**src/rtl/gh_pkg.sv**
```systemverilog
// Shared constants, types and helper functions of the thinning pass.
package gh_pkg;

    localparam int MAX_WIDTH  = 1024;
    localparam int MAX_HEIGHT = 1024;
    localparam int RESET_SIZE = 1024;
    localparam int MIN_SIZE   = 3;

    localparam int SIZE_W    = 11;
    localparam int COL_W     = $clog2(MAX_WIDTH);
    localparam int WD_W      = $clog2(MAX_WIDTH + 1);
    localparam int HT_W      = $clog2(MAX_HEIGHT + 1);
    localparam int IN_ROW_W  = 2;
    localparam int ROW_READY = 2;
    localparam int WIN_COLS  = 3;
    localparam int CFG_IDX_W = 2;

    localparam int N_LOW  = 2;
    localparam int N_HIGH = 3;

    typedef enum logic [CFG_IDX_W-1:0] {
        REG_IMAGE_WIDTH  = CFG_IDX_W'(0),
        REG_IMAGE_HEIGHT = CFG_IDX_W'(1),
        REG_PASS_PARITY  = CFG_IDX_W'(2)
    } t_reg_idx;

    typedef logic [COL_W-1:0]  t_col;
    typedef logic [WD_W-1:0]   t_width;
    typedef logic [HT_W-1:0]   t_height;
    typedef logic [2:0]        t_wcol;
    typedef logic [8:0]        t_window;

    typedef struct packed {
        logic interior;
        logic last_pixel;
    } t_pend;

    typedef struct packed {
        logic pixel_out;
        logic deleted;
        logic last_pixel;
    } t_result;

    function automatic t_width clamp_width(input logic [SIZE_W-1:0] v);
        t_width r;
        if (int'(v) < MIN_SIZE) begin
            r = WD_W'(MIN_SIZE);
        end else if (int'(v) > MAX_WIDTH) begin
            r = WD_W'(MAX_WIDTH);
        end else begin
            r = WD_W'(v);
        end
        return r;
    endfunction

    function automatic t_height clamp_height(input logic [SIZE_W-1:0] v);
        t_height r;
        if (int'(v) < MIN_SIZE) begin
            r = HT_W'(MIN_SIZE);
        end else if (int'(v) > MAX_HEIGHT) begin
            r = HT_W'(MAX_HEIGHT);
        end else begin
            r = HT_W'(v);
        end
        return r;
    endfunction

endpackage

```
**src/rtl/gh_pix_if.sv**
```systemverilog
// Input pixel channel: valid, ready and one pixel or drain transaction.
interface gh_pix_if;
    logic valid;
    logic ready;
    logic pixel_in;
    logic drain;

    modport source (output valid, output pixel_in, output drain, input ready);
    modport sink (input valid, input pixel_in, input drain, output ready);
endinterface

```
**src/rtl/gh_res_if.sv**
```systemverilog
// Result channel: valid, ready and one thinned pixel transaction.
interface gh_res_if;
    logic valid;
    logic ready;
    logic pixel_out;
    logic deleted;
    logic last_pixel;

    modport source (output valid, output pixel_out, output deleted, output last_pixel,
                    input ready);
    modport sink (input valid, input pixel_out, input deleted, input last_pixel,
                  output ready);
endinterface

```
**src/rtl/guo_hall_thinning_pass.sv**
```systemverilog
// Top level of one Guo-Hall thinning sub-iteration on a streamed binary raster.
//
//   Channel   Direction  Handshake         Payload
//   i_pix     in         valid / ready     pixel_in, drain
//   o_res     out        valid / ready     pixel_out, deleted, last_pixel
//   i_cfg_*   in         write enable      register index, 11-bit data
//
// One input transaction per clock is sustained while ready is high; each result passes the
// window cells and pending flags, then the output buffer, and the first width+1 transactions
// of a frame give none. A width change that puts the input column outside the new width drops
// ready for one cycle while the line store read port refetches. Synchronous active-low reset
// clears counters, window and handshake state, but not the line stores. Ready is low while the
// second output buffer entry is held.
module guo_hall_thinning_pass import gh_pkg::*; (
    input  logic                 i_clk,
    input  logic                 i_rst_n,
    input  logic                 i_cfg_we,
    input  logic [CFG_IDX_W-1:0] i_cfg_idx,
    input  logic [SIZE_W-1:0]    i_cfg_data,
    gh_pix_if.sink               i_pix,
    gh_res_if.source             o_res
);

    t_width                r_w;
    t_height               r_h;
    logic                  r_parity;
    t_col                  r_ic, n_ic;
    logic [IN_ROW_W-1:0]   r_ir, n_ir;
    t_col                  r_oc, n_oc;
    t_height               r_or, n_or;
    t_col                  r_rd_col;
    logic                  r_pv;
    t_pend                 r_pend;
    logic                  r_ov, r_sv;
    t_result               r_out, r_skid;

    logic                  ic_wrap, oc_wrap;
    t_col                  u_ic, u_oc, raddr;
    logic [IN_ROW_W-1:0]   u_ir;
    t_height               u_or;
    t_width                ic1, oc1;
    logic                  px, in_ready, accept, res_due, take;
    t_pend                 pend_new;
    logic [1:0]            rdata;
    t_wcol                 w_col [WIN_COLS+1];
    t_window               win;
    t_result               w_res;

    function automatic logic [IN_ROW_W-1:0] inc_in_row(input logic [IN_ROW_W-1:0] v);
        return (v >= IN_ROW_W'(ROW_READY)) ? v : v + 1'b1;
    endfunction

    function automatic t_height inc_out_row(input t_height v);
        return (v == '1) ? v : v + 1'b1;
    endfunction

    always_ff @(posedge i_clk) begin
        if (!i_rst_n) begin
            r_w      <= clamp_width(SIZE_W'(RESET_SIZE));
            r_h      <= clamp_height(SIZE_W'(RESET_SIZE));
            r_parity <= 1'b0;
        end else if (i_cfg_we) begin
            unique case (i_cfg_idx)
                REG_IMAGE_WIDTH:  r_w      <= clamp_width(i_cfg_data);
                REG_IMAGE_HEIGHT: r_h      <= clamp_height(i_cfg_data);
                REG_PASS_PARITY:  r_parity <= i_cfg_data[0];
                default: begin
                end
            endcase
        end
    end

    always_comb begin
        oc_wrap = (WD_W'(r_oc) >= r_w);
        u_oc    = oc_wrap ? '0 : r_oc;
        u_or    = oc_wrap ? inc_out_row(r_or) : r_or;
        ic_wrap = (WD_W'(r_ic) >= r_w);
        u_ic    = ic_wrap ? '0 : r_ic;
        u_ir    = ic_wrap ? inc_in_row(r_ir) : r_ir;

        px       = i_pix.drain ? 1'b0 : i_pix.pixel_in;
        in_ready = (r_rd_col == u_ic) && !r_sv;
        accept   = i_pix.valid && in_ready;
        res_due  = (u_ir >= IN_ROW_W'(ROW_READY)) || ((u_ir == IN_ROW_W'(1)) && (u_ic != '0));

        ic1 = WD_W'(u_ic) + WD_W'(1);
        oc1 = WD_W'(u_oc) + WD_W'(1);

        pend_new.last_pixel = (WD_W'(u_oc) >= r_w - WD_W'(1)) && (u_or >= r_h - HT_W'(1));
        pend_new.interior   = (u_or != '0) && (u_or < r_h - HT_W'(1)) && (u_oc != '0)
                              && (WD_W'(u_oc) < r_w - WD_W'(1));

        n_ic = r_ic;
        n_ir = r_ir;
        n_oc = r_oc;
        n_or = r_or;
        if (accept) begin
            if (ic1 >= r_w) begin
                n_ic = '0;
                n_ir = inc_in_row(u_ir);
            end else begin
                n_ic = ic1[COL_W-1:0];
                n_ir = u_ir;
            end
            n_oc = u_oc;
            n_or = u_or;
            if (res_due) begin
                if (pend_new.last_pixel) begin
                    n_ic = '0;
                    n_ir = '0;
                    n_oc = '0;
                    n_or = '0;
                end else if (oc1 >= r_w) begin
                    n_oc = '0;
                    n_or = inc_out_row(u_or);
                end else begin
                    n_oc = oc1[COL_W-1:0];
                end
            end
        end
        raddr = (WD_W'(n_ic) >= r_w) ? '0 : n_ic;
    end

    always_ff @(posedge i_clk) begin
        if (!i_rst_n) begin
            r_ic     <= '0;
            r_ir     <= '0;
            r_oc     <= '0;
            r_or     <= '0;
            r_rd_col <= '0;
        end else begin
            r_ic     <= n_ic;
            r_ir     <= n_ir;
            r_oc     <= n_oc;
            r_or     <= n_or;
            r_rd_col <= raddr;
        end
    end

    gh_line_store u_lines (
        .i_clk   (i_clk),
        .i_we    (accept),
        .i_waddr (u_ic),
        .i_wdata ({rdata[0], px}),
        .i_raddr (raddr),
        .o_rdata (rdata)
    );

    assign w_col[WIN_COLS] = {px, rdata[0], rdata[1]};

    for (genvar k = 0; k < WIN_COLS; k++) begin : g_cell
        gh_win_cell u_cell (
            .i_clk   (i_clk),
            .i_rst_n (i_rst_n),
            .i_shift (accept),
            .i_col   (w_col[k+1]),
            .o_col   (w_col[k])
        );
    end

    assign win = {w_col[2][2], w_col[1][2], w_col[0][2],
                  w_col[2][1], w_col[1][1], w_col[0][1],
                  w_col[2][0], w_col[1][0], w_col[0][0]};

    always_ff @(posedge i_clk) begin
        if (accept) begin
            r_pend <= pend_new;
        end
    end

    gh_thin_eval u_eval (
        .i_win    (win),
        .i_pend   (r_pend),
        .i_parity (r_parity),
        .o_res    (w_res)
    );

    assign take = r_ov && o_res.ready;

    always_ff @(posedge i_clk) begin
        if (!i_rst_n) begin
            r_pv <= 1'b0;
            r_ov <= 1'b0;
            r_sv <= 1'b0;
        end else if (r_sv) begin
            if (take) begin
                r_out  <= r_skid;
                r_skid <= w_res;
                r_sv   <= r_pv;
                r_pv   <= 1'b0;
            end
        end else begin
            if (r_pv) begin
                if (!r_ov || take) begin
                    r_out <= w_res;
                    r_ov  <= 1'b1;
                end else begin
                    r_skid <= w_res;
                    r_sv   <= 1'b1;
                end
            end else if (take) begin
                r_ov <= 1'b0;
            end
            r_pv <= accept && res_due;
        end
    end

    assign i_pix.ready      = in_ready;
    assign o_res.valid      = r_ov;
    assign o_res.pixel_out  = r_out.pixel_out;
    assign o_res.deleted    = r_out.deleted;
    assign o_res.last_pixel = r_out.last_pixel;

endmodule

```
**src/rtl/gh_line_store.sv**
```systemverilog
// Two-line store, one word per column, with a registered read port and write forwarding.
module gh_line_store import gh_pkg::*; (
    input  logic       i_clk,
    input  logic       i_we,
    input  t_col       i_waddr,
    input  logic [1:0] i_wdata,
    input  t_col       i_raddr,
    output logic [1:0] o_rdata
);

    logic [1:0] r_mem [MAX_WIDTH];
    logic [1:0] r_rdata;

    always_ff @(posedge i_clk) begin
        if (i_we) begin
            r_mem[i_waddr] <= i_wdata;
        end
        if (i_we && (i_waddr == i_raddr)) begin
            r_rdata <= i_wdata;
        end else begin
            r_rdata <= r_mem[i_raddr];
        end
    end

    assign o_rdata = r_rdata;

endmodule

```
**src/rtl/gh_win_cell.sv**
```systemverilog
// One column of the 3x3 window, loaded from its right-hand neighbour on each shift.
module gh_win_cell import gh_pkg::*; (
    input  logic  i_clk,
    input  logic  i_rst_n,
    input  logic  i_shift,
    input  t_wcol i_col,
    output t_wcol o_col
);

    t_wcol r_col;

    always_ff @(posedge i_clk) begin
        if (!i_rst_n) begin
            r_col <= '0;
        end else if (i_shift) begin
            r_col <= i_col;
        end
    end

    assign o_col = r_col;

endmodule

```
**src/rtl/gh_thin_eval.sv**
```systemverilog
// Guo-Hall deletion test on a 3x3 window, giving the thinned centre pixel.
module gh_thin_eval import gh_pkg::*; (
    input  t_window i_win,
    input  t_pend   i_pend,
    input  logic    i_parity,
    output t_result o_res
);

    logic p2, p3, p4, p5, p6, p7, p8, p9, center;
    logic [2:0] c, n1, n2, n;
    logic m, del;

    always_comb begin
        p9     = i_win[0];
        p2     = i_win[1];
        p3     = i_win[2];
        p8     = i_win[3];
        center = i_win[4];
        p4     = i_win[5];
        p7     = i_win[6];
        p6     = i_win[7];
        p5     = i_win[8];

        c  = {2'b00, ~p2 & (p3 | p4)} + {2'b00, ~p4 & (p5 | p6)}
           + {2'b00, ~p6 & (p7 | p8)} + {2'b00, ~p8 & (p9 | p2)};
        n1 = {2'b00, p9 | p2} + {2'b00, p3 | p4} + {2'b00, p5 | p6} + {2'b00, p7 | p8};
        n2 = {2'b00, p2 | p3} + {2'b00, p4 | p5} + {2'b00, p6 | p7} + {2'b00, p8 | p9};
        n  = (n1 < n2) ? n1 : n2;
        m  = i_parity ? ((p2 | p3 | ~p5) & p4) : ((p6 | p7 | ~p9) & p8);

        del = center && i_pend.interior && (c == 3'd1) && (n >= 3'(N_LOW))
              && (n <= 3'(N_HIGH)) && !m;

        o_res.pixel_out  = center & ~del;
        o_res.deleted    = del;
        o_res.last_pixel = i_pend.last_pixel;
    end

endmodule

```
**src/flat_wrapper.sv**
```systemverilog
// flat-port wrapper written by rule: the top's interface ports become plain ports
module guo_hall_thinning_pass_flat import gh_pkg::*;
  (i_clk, i_rst_n, i_cfg_we, i_cfg_idx, i_cfg_data, i_pix_valid, i_pix_pixel_in, i_pix_drain, i_pix_ready, o_res_valid, o_res_pixel_out, o_res_deleted, o_res_last_pixel, o_res_ready);
  gh_pix_if i_pix_i ();
  gh_res_if o_res_i ();
  input  logic i_clk;
  input  logic i_rst_n;
  input  logic i_cfg_we;
  input  logic [CFG_IDX_W-1:0] i_cfg_idx;
  input  logic [SIZE_W-1:0] i_cfg_data;
  input wire logic [$bits(i_pix_i.valid)-1:0] i_pix_valid;
  input wire logic [$bits(i_pix_i.pixel_in)-1:0] i_pix_pixel_in;
  input wire logic [$bits(i_pix_i.drain)-1:0] i_pix_drain;
  output wire logic [$bits(i_pix_i.ready)-1:0] i_pix_ready;
  output wire logic [$bits(o_res_i.valid)-1:0] o_res_valid;
  output wire logic [$bits(o_res_i.pixel_out)-1:0] o_res_pixel_out;
  output wire logic [$bits(o_res_i.deleted)-1:0] o_res_deleted;
  output wire logic [$bits(o_res_i.last_pixel)-1:0] o_res_last_pixel;
  input wire logic [$bits(o_res_i.ready)-1:0] o_res_ready;
  assign i_pix_i.valid = i_pix_valid;
  assign i_pix_i.pixel_in = i_pix_pixel_in;
  assign i_pix_i.drain = i_pix_drain;
  assign i_pix_ready = i_pix_i.ready;
  assign o_res_valid = o_res_i.valid;
  assign o_res_pixel_out = o_res_i.pixel_out;
  assign o_res_deleted = o_res_i.deleted;
  assign o_res_last_pixel = o_res_i.last_pixel;
  assign o_res_i.ready = o_res_ready;
  guo_hall_thinning_pass u_core (.i_clk(i_clk), .i_rst_n(i_rst_n), .i_cfg_we(i_cfg_we), .i_cfg_idx(i_cfg_idx), .i_cfg_data(i_cfg_data), .i_pix(i_pix_i), .o_res(o_res_i));
endmodule
```
**config.mk**
```make
export PLATFORM = sky130hd
export DESIGN_NAME = guo_hall_thinning_pass_flat
export DESIGN_NICKNAME = d
export VERILOG_FILES = /design/src/rtl/gh_pkg.sv /design/src/rtl/gh_pix_if.sv /design/src/rtl/gh_res_if.sv /design/src/rtl/guo_hall_thinning_pass.sv /design/src/rtl/gh_line_store.sv /design/src/rtl/gh_win_cell.sv /design/src/rtl/gh_thin_eval.sv /design/src/flat_wrapper.sv
export SDC_FILE = /design/constraint.sdc
export NUM_CORES = 2
export LEC_CHECK = 0
export ABC_AREA = 0
export ABC_CLOCK_PERIOD_IN_PS = 33700
export BUFFER_PORTS_ARGS = -buffer_cell sky130_fd_sc_hd__buf_2
export CELL_PAD_IN_SITES_DETAIL_PLACEMENT = 1
export CELL_PAD_IN_SITES_GLOBAL_PLACEMENT = 2
export CORE_MARGIN = 3
export CORE_UTILIZATION = 40
export CTS_BUF_LIST = sky130_fd_sc_hd__clkbuf_8
export DETAILED_ROUTE_END_ITERATION = 12
export PLACE_DENSITY = 0.78
export SYNTH_ARGS = -nofsm -noshare
export SYNTH_HDL_FRONTEND = slang
export SYNTH_SLANG_ARGS = --single-unit
```
**constraint.sdc**
```tcl
create_clock -name i_clk -period 33.7 [get_ports i_clk]
set_clock_uncertainty 0.15 [all_clocks]
set_input_delay 0 -clock i_clk [delete_from_list [all_inputs] [get_ports i_clk]]
set_output_delay 0 -clock i_clk [all_outputs]
set_load 0.01 [all_outputs]
```
After elaboration in Yosys (flattened, before gate mapping)
Memory sizes are Yosys's and may differ from the RTL's. A register that Yosys moved wholly into a read port is not among the register bits.
Index checks and enable logic that the tools add are counted.
{"block": "totals", "regBits": 86, "ram_bits": 2048, "input_bits": 20, "output_inout_bits": 5, "wordCells": 168, "n_memories": 1}
{"block": "classes", "addsub": 17, "n_lt_le_gt_ge": 16, "eq_ne": 10, "muxes": 45, "bitwise": 25, "n_reduce_logical": 32}
{"name": "u_core.u_lines.r_mem", "depth": 1024, "word_bits": 2, "read_ports": 1, "rd_ports_with_merged_regs": 1, "write_ports": 1, "line": "gh_line_store.sv:11", "source": "logic [1:0] r_mem [MAX_WIDTH];"}
{"op": "10-bit 2-to-1 mux", "count": 10}
{"op": "11-bit 2-to-1 mux", "count": 8}
{"op": "10-bit by 11-bit >= comparator with 1-bit output", "count": 4}
{"op": "11-bit >= comparator", "count": 3}
{"op": "3-bit 2-to-1 mux", "count": 9}
{"op": "10-bit by 1-bit adder with 11-bit output (second input constant)", "count": 2}
{"op": "11-bit by 1-bit adder with 11-bit output (second input constant)", "count": 2}
{"op": "11-bit equality test (second input constant)", "count": 2}
{"op": "11-bit by 1-bit subtractor with 11-bit output (second input constant)", "count": 2}
{"op": "10-bit nonzero test", "count": 2}
{"op": "1-bit logical AND", "count": 14}
{"op": "1-bit 2-to-1 mux", "count": 12}
{"op": "2-bit 2-to-1 mux", "count": 6}
{"op": "11-bit > comparator (second input constant)", "count": 1}
{"op": "10-bit by 11-bit < comparator with 1-bit output", "count": 1}
{"op": "11-bit < comparator", "count": 1}
{"op": "11-bit by 2-bit < comparator with 1-bit output (second input constant)", "count": 1}
{"op": "11-bit nonzero test", "count": 1}
{"op": "10-bit equality test", "count": 1}
{"op": "1-bit bitwise OR", "count": 10}
{"op": "2-bit by 1-bit adder with 3-bit output", "count": 3}
{"op": "3-bit by 1-bit adder with 3-bit output", "count": 3}
{"op": "1-bit NOT", "count": 8}
{"op": "4-bit AND reduction", "count": 2}
{"op": "18 further kinds", "count": 37}

Depth between registers and ports, before layout
{"block": "depth", "ltp_word": 15, "mapped_depth": 36, "depth_no_buf": 33}

Hierarchy
From an unflattened synthesis, not the netlist that was laid out.
{"block": "hier_totals", "hier_cells": 5696, "area_unflattened_um2": 91071.1}
{"mod": "gh_line_store", "instances": 1, "cells_per_inst": 4801, "area_per_inst_um2": 83918.0, "seq_area_each_um2": 61699.2}
{"mod": "guo_hall_thinning_pass", "instances": 1, "cells_per_inst": 818, "area_per_inst_um2": 6456.2, "seq_area_each_um2": 1621.6}
{"mod": "gh_thin_eval", "instances": 1, "cells_per_inst": 50, "area_per_inst_um2": 370.4, "seq_area_each_um2": 0.0}
{"mod": "gh_win_cell", "instances": 3, "cells_per_inst": 9, "area_per_inst_um2": 108.9, "seq_area_each_um2": 60.1}

Least setup slack after synthesis
OpenSTA, ideal clock, no wires.
{"block": "synth_path", "kind": "input port to flip-flop", "from": "input port i_pix_drain", "to": "memory u_core.u_lines.r_mem[0][0] (data pin)", "setup_ns": 5.278, "arrival_time_ns": 25.088, "t_required_ns": 28.272, "slack_ns": 3.184, "stages": 1, "path_buffers": 0, "path_cell_list": "nor2b_1"}
{"block": "synth_between", "elab_chain_len": 1}
{"element": "start: declaration", "line": "flat_wrapper.sv:13", "source": "input wire logic [$bits(i_pix_i.drain)-1:0] i_pix_drain;"}
{"element": "1-bit 2-to-1 mux", "line": "guo_hall_thinning_pass.sv:81", "source": "px = i_pix.drain ? 1'b0 : i_pix.pixel_in;"}
{"element": "end: declaration", "line": "gh_line_store.sv:11"}
No other way between the ends.

==> summary.txt <==
GRT
  – Largest net degree at the start of global routing: 243
  – Initial antenna violation count: 16
  – Vias in the first global route: 55,543
  – First-pass GRT wire length: 399,000 um
  – Tot GR Track Use: 23.7%
  – GRT overflow: 0

Floorplanning
  – Initial Utilization: 40.3%
  – Die width: 482 um
  – # IOs: 25
  – Die Y: 482 um
  – Site row count: 174
  – DIE AREA: 0.233 mm2
  – Core area: 0.225 mm2

Logic synthesis
  – Most used DFF post-synth: edfxtp_1
  – Yosys top cell area share: 68.1%
  – Synth Register Bits: 2,144
  – Post-Syn Area: 0.0907 mm2
  – Top-count cell post-synth: edfxtp_1
  – Top post-synthesis cells by area: edfxtp_1, mux4_2, nor2_1
  – Leading area contributor after synthesis: edfxtp_1
  – EDFF count, synth: 2,056
  – Syn Inst Count: 5,499
  – Post-synth ARST share: 0%
  – Seq/Total Area, Yosys: 70.0%
  – Netlist cell types: 84
  – Warnings, synthesis: 0
  – Avg Inst Size Synth: 16.5 um2
  – Synth top cells by count: edfxtp_1, nor2_1, mux4_2
  – Post-synth net total: 5,618

Route
  – Final ANT Viol Nets: 0
  – Pre-antenna DRT Iters: 5
  – Via count: 52,880
  – Drt wl/cell: 31.0 um
  – Violation count after the first detailed-route iteration: 6,654
  – Drt total wl: 276,000 um
  – Drc violations: 0
  – Vias per cell: 5.93

Placed design
  – I/O Buffers: 24
  – Placed cell count: 8,228
  – Final Wtd Congestion: 0.831
  – Placed cell areas: 0.0940 mm2
  – Post-DP HPWL: 158,000 um

Power
  – Static Leak: 0.0293 uW
  – Worst VDD drop: 0.0579 mV
  – Cell area power density: 65.6 mW/mm2
  – Total power: 6620 uW

Worst setup path
  – Setup CP Type: reg -> reg
  – Worst path required time: 34.15 ns
  – Worst EP arrival: 9.54 ns
  – CP Max Fanout: 204
  – Startpoint Class: flop
  – Crit end category: flop

Cells and area
  – Finished Core Util: 44.8%
  – Post-layout nets: 5,778
  – Post-Layout Inst Area: 0.101 mm2
  – Layout cells sized above 1: 20.8%
  – Synth-to-Final Area Change: 11.2%
  – Fill count: 21,952
  – Non-Filler Instances: 8,910

Timing
  – Final Hold Fails: 0
  – Peak Freq: 110 MHz
  – Fin crit share: 27.0%
  – Min cycle time layout: 9.08 ns
  – Slew headroom: 15.2%
  – # setup viols final: 0
  – Setup TNS: 0 ns
  – Max-slew violation count: 0
  – Unrepaired setup endpoints after global routing: false
  – Least-Margin Pin Slew: 1.27 ns

Hold path
  – Tightest Hold Check Type: in -> reg

Job
  – Max-cap viol count: 0

Clocking
  – Clk sinks: 2,144
  – H-tree depth: 5
  – Max clock buf depth: 4
  – CTS resizes: 0
  – Reg clk slew, reported paths: 0.07 ns
  – Clk Latency, worst-skew pair: 1.07 ns
  – Cts bufs inserted: 359
  – TritonCTS clock tree: done
  – Root Buffer: clkbuf_8

Run status
  – Status: completed
==> layer usage <==
layer / share of wire [%] / global-route usage [%] / vias to the layer above
li1: - / - / 21679
met1: 40 / 32.0 / 28184
met2: 49 / 38.8 / 2474
met3: 8.1 / 4.17 / 543
met4: 3.6 / 8.35 / 0
met5: 0 / 0 / -
==> stage by stage <==
stage | worst slack [ns] | hold slack, ns
global route | 23.91 | 0.131
floorplan | 3.18 | -0.00606
CTS | 24.49 | 0.00787
finish | 24.62 | 0.129
global placement | 24.70 | 0.120
detailed placement | 24.49 | 0.119
==> final timing paths <==
check | slack (ns) | end | start | cells past startpoint
hold / removal | 0.13 | u_core.r_w[7] | i_cfg_we | 5
setup reg to reg | 24.62 | u_core.u_lines.r_mem[879][1] | flop | 13
setup / recovery | 24.62 | u_core.u_lines.r_mem[879][1] | flop | 13
hold reg to reg | 0.32 | u_core.g_cell[0].u_cell.o_col[2] | u_core.g_cell[0].u_cell.o_col[2] | 2
==> final cells by class <==
type / instances / area, um2 / share of cell area (%)
Sequential cell: 2144 / 63500 / 63.0
Tap cell: 2992 / 3740 / 3.71
Multi-Input combinational cell: 2876 / 25300 / 25.1
Inverter: 64 / 248 / 0.246
Clock inverter: 242 / 1160 / 1.15
Clock buffer: 371 / 5110 / 5.06
Antenna cell: 7 / 17.5 / 0.0174
Timing Repair Buffer: 214 / 1780 / 1.76
==> power breakdown <==
group | switching, uW | leakage [uW] | internal, uW
registers | 27.7 | 0.0182 | 3190
clock network | 1050 | 0.00362 | 1070
logic | 810 | 0.00755 | 476
==> sequential cells by signal, indices dropped and copies added (netlist names), 3 cells and up, named ones only <==
register,count
u_core.g_cell.u_cell.o_col,9
u_core.r_h,11
u_core.r_ic,10
u_core.r_oc,10
u_core.r_or,11
u_core.r_rd_col,10
u_core.r_skid,3
u_core.r_w,11
u_core.u_lines.r_mem,2048
==> logic make-up after synthesis <==
| family | synth area share, % |
|---|---|
| flops | 70.0 |
| simple gates | 7.62 |
| mux | 15.2 |
| buf+inv | 2.40 |
| compound gates | 2.90 |
| fa+ha+maj | 1.39 |
| xor+xnor | 0.454 |
==> timing repair <==
action / CTS / global route
buffers inserted: 0 / 0
endpoints found under the setup margin: 0 / 0
endpoints found under the hold margin: 169 / 0
hold buffers: 62 / 0
==> cell usage in the layout (no fill, tap or decap), types with 26 or more instances in the layout <==
| cell | count |
|---|---|
| clkbuf_8 | 371 |
| dfxtp_1 | 80 |
| ha_1 | 96 |
| o21ai_0 | 71 |
| nand2_1 | 193 |
| a211oi_1 | 30 |
| dlygate4sd3_1 | 62 |
| mux2_2 | 26 |
| nor2_1 | 1145 |
| buf_4 | 122 |
| inv_1 | 169 |
| a21oi_1 | 96 |
| a22oi_1 | 27 |
| mux4_2 | 557 |
| nand3_1 | 46 |
| o22ai_1 | 26 |
| clkinv_1 | 88 |
| and3_1 | 27 |
| nor3_1 | 38 |
| clkinv_2 | 31 |
| nor2b_1 | 42 |
| edfxtp_1 | 2056 |
| mux2i_1 | 97 |
| xnor2_1 | 33 |
==> worst max-delay path: stages, from the launching register on <==
cell and delay (ns):
dfxtp_4 0.93, buf_4 0.82, buf_4 0.63, buf_4 0.67, mux4_2 0.58, nor2b_1 0.16, a2111oi_0 0.99, or4b_2 0.27
nor4_1 0.05, nor3_1 0.84, inv_8 0.55, buf_4 0.60, buf_4 0.50, buf_4 0.58
Note: power is estimated with default switching activity, not from simulation.
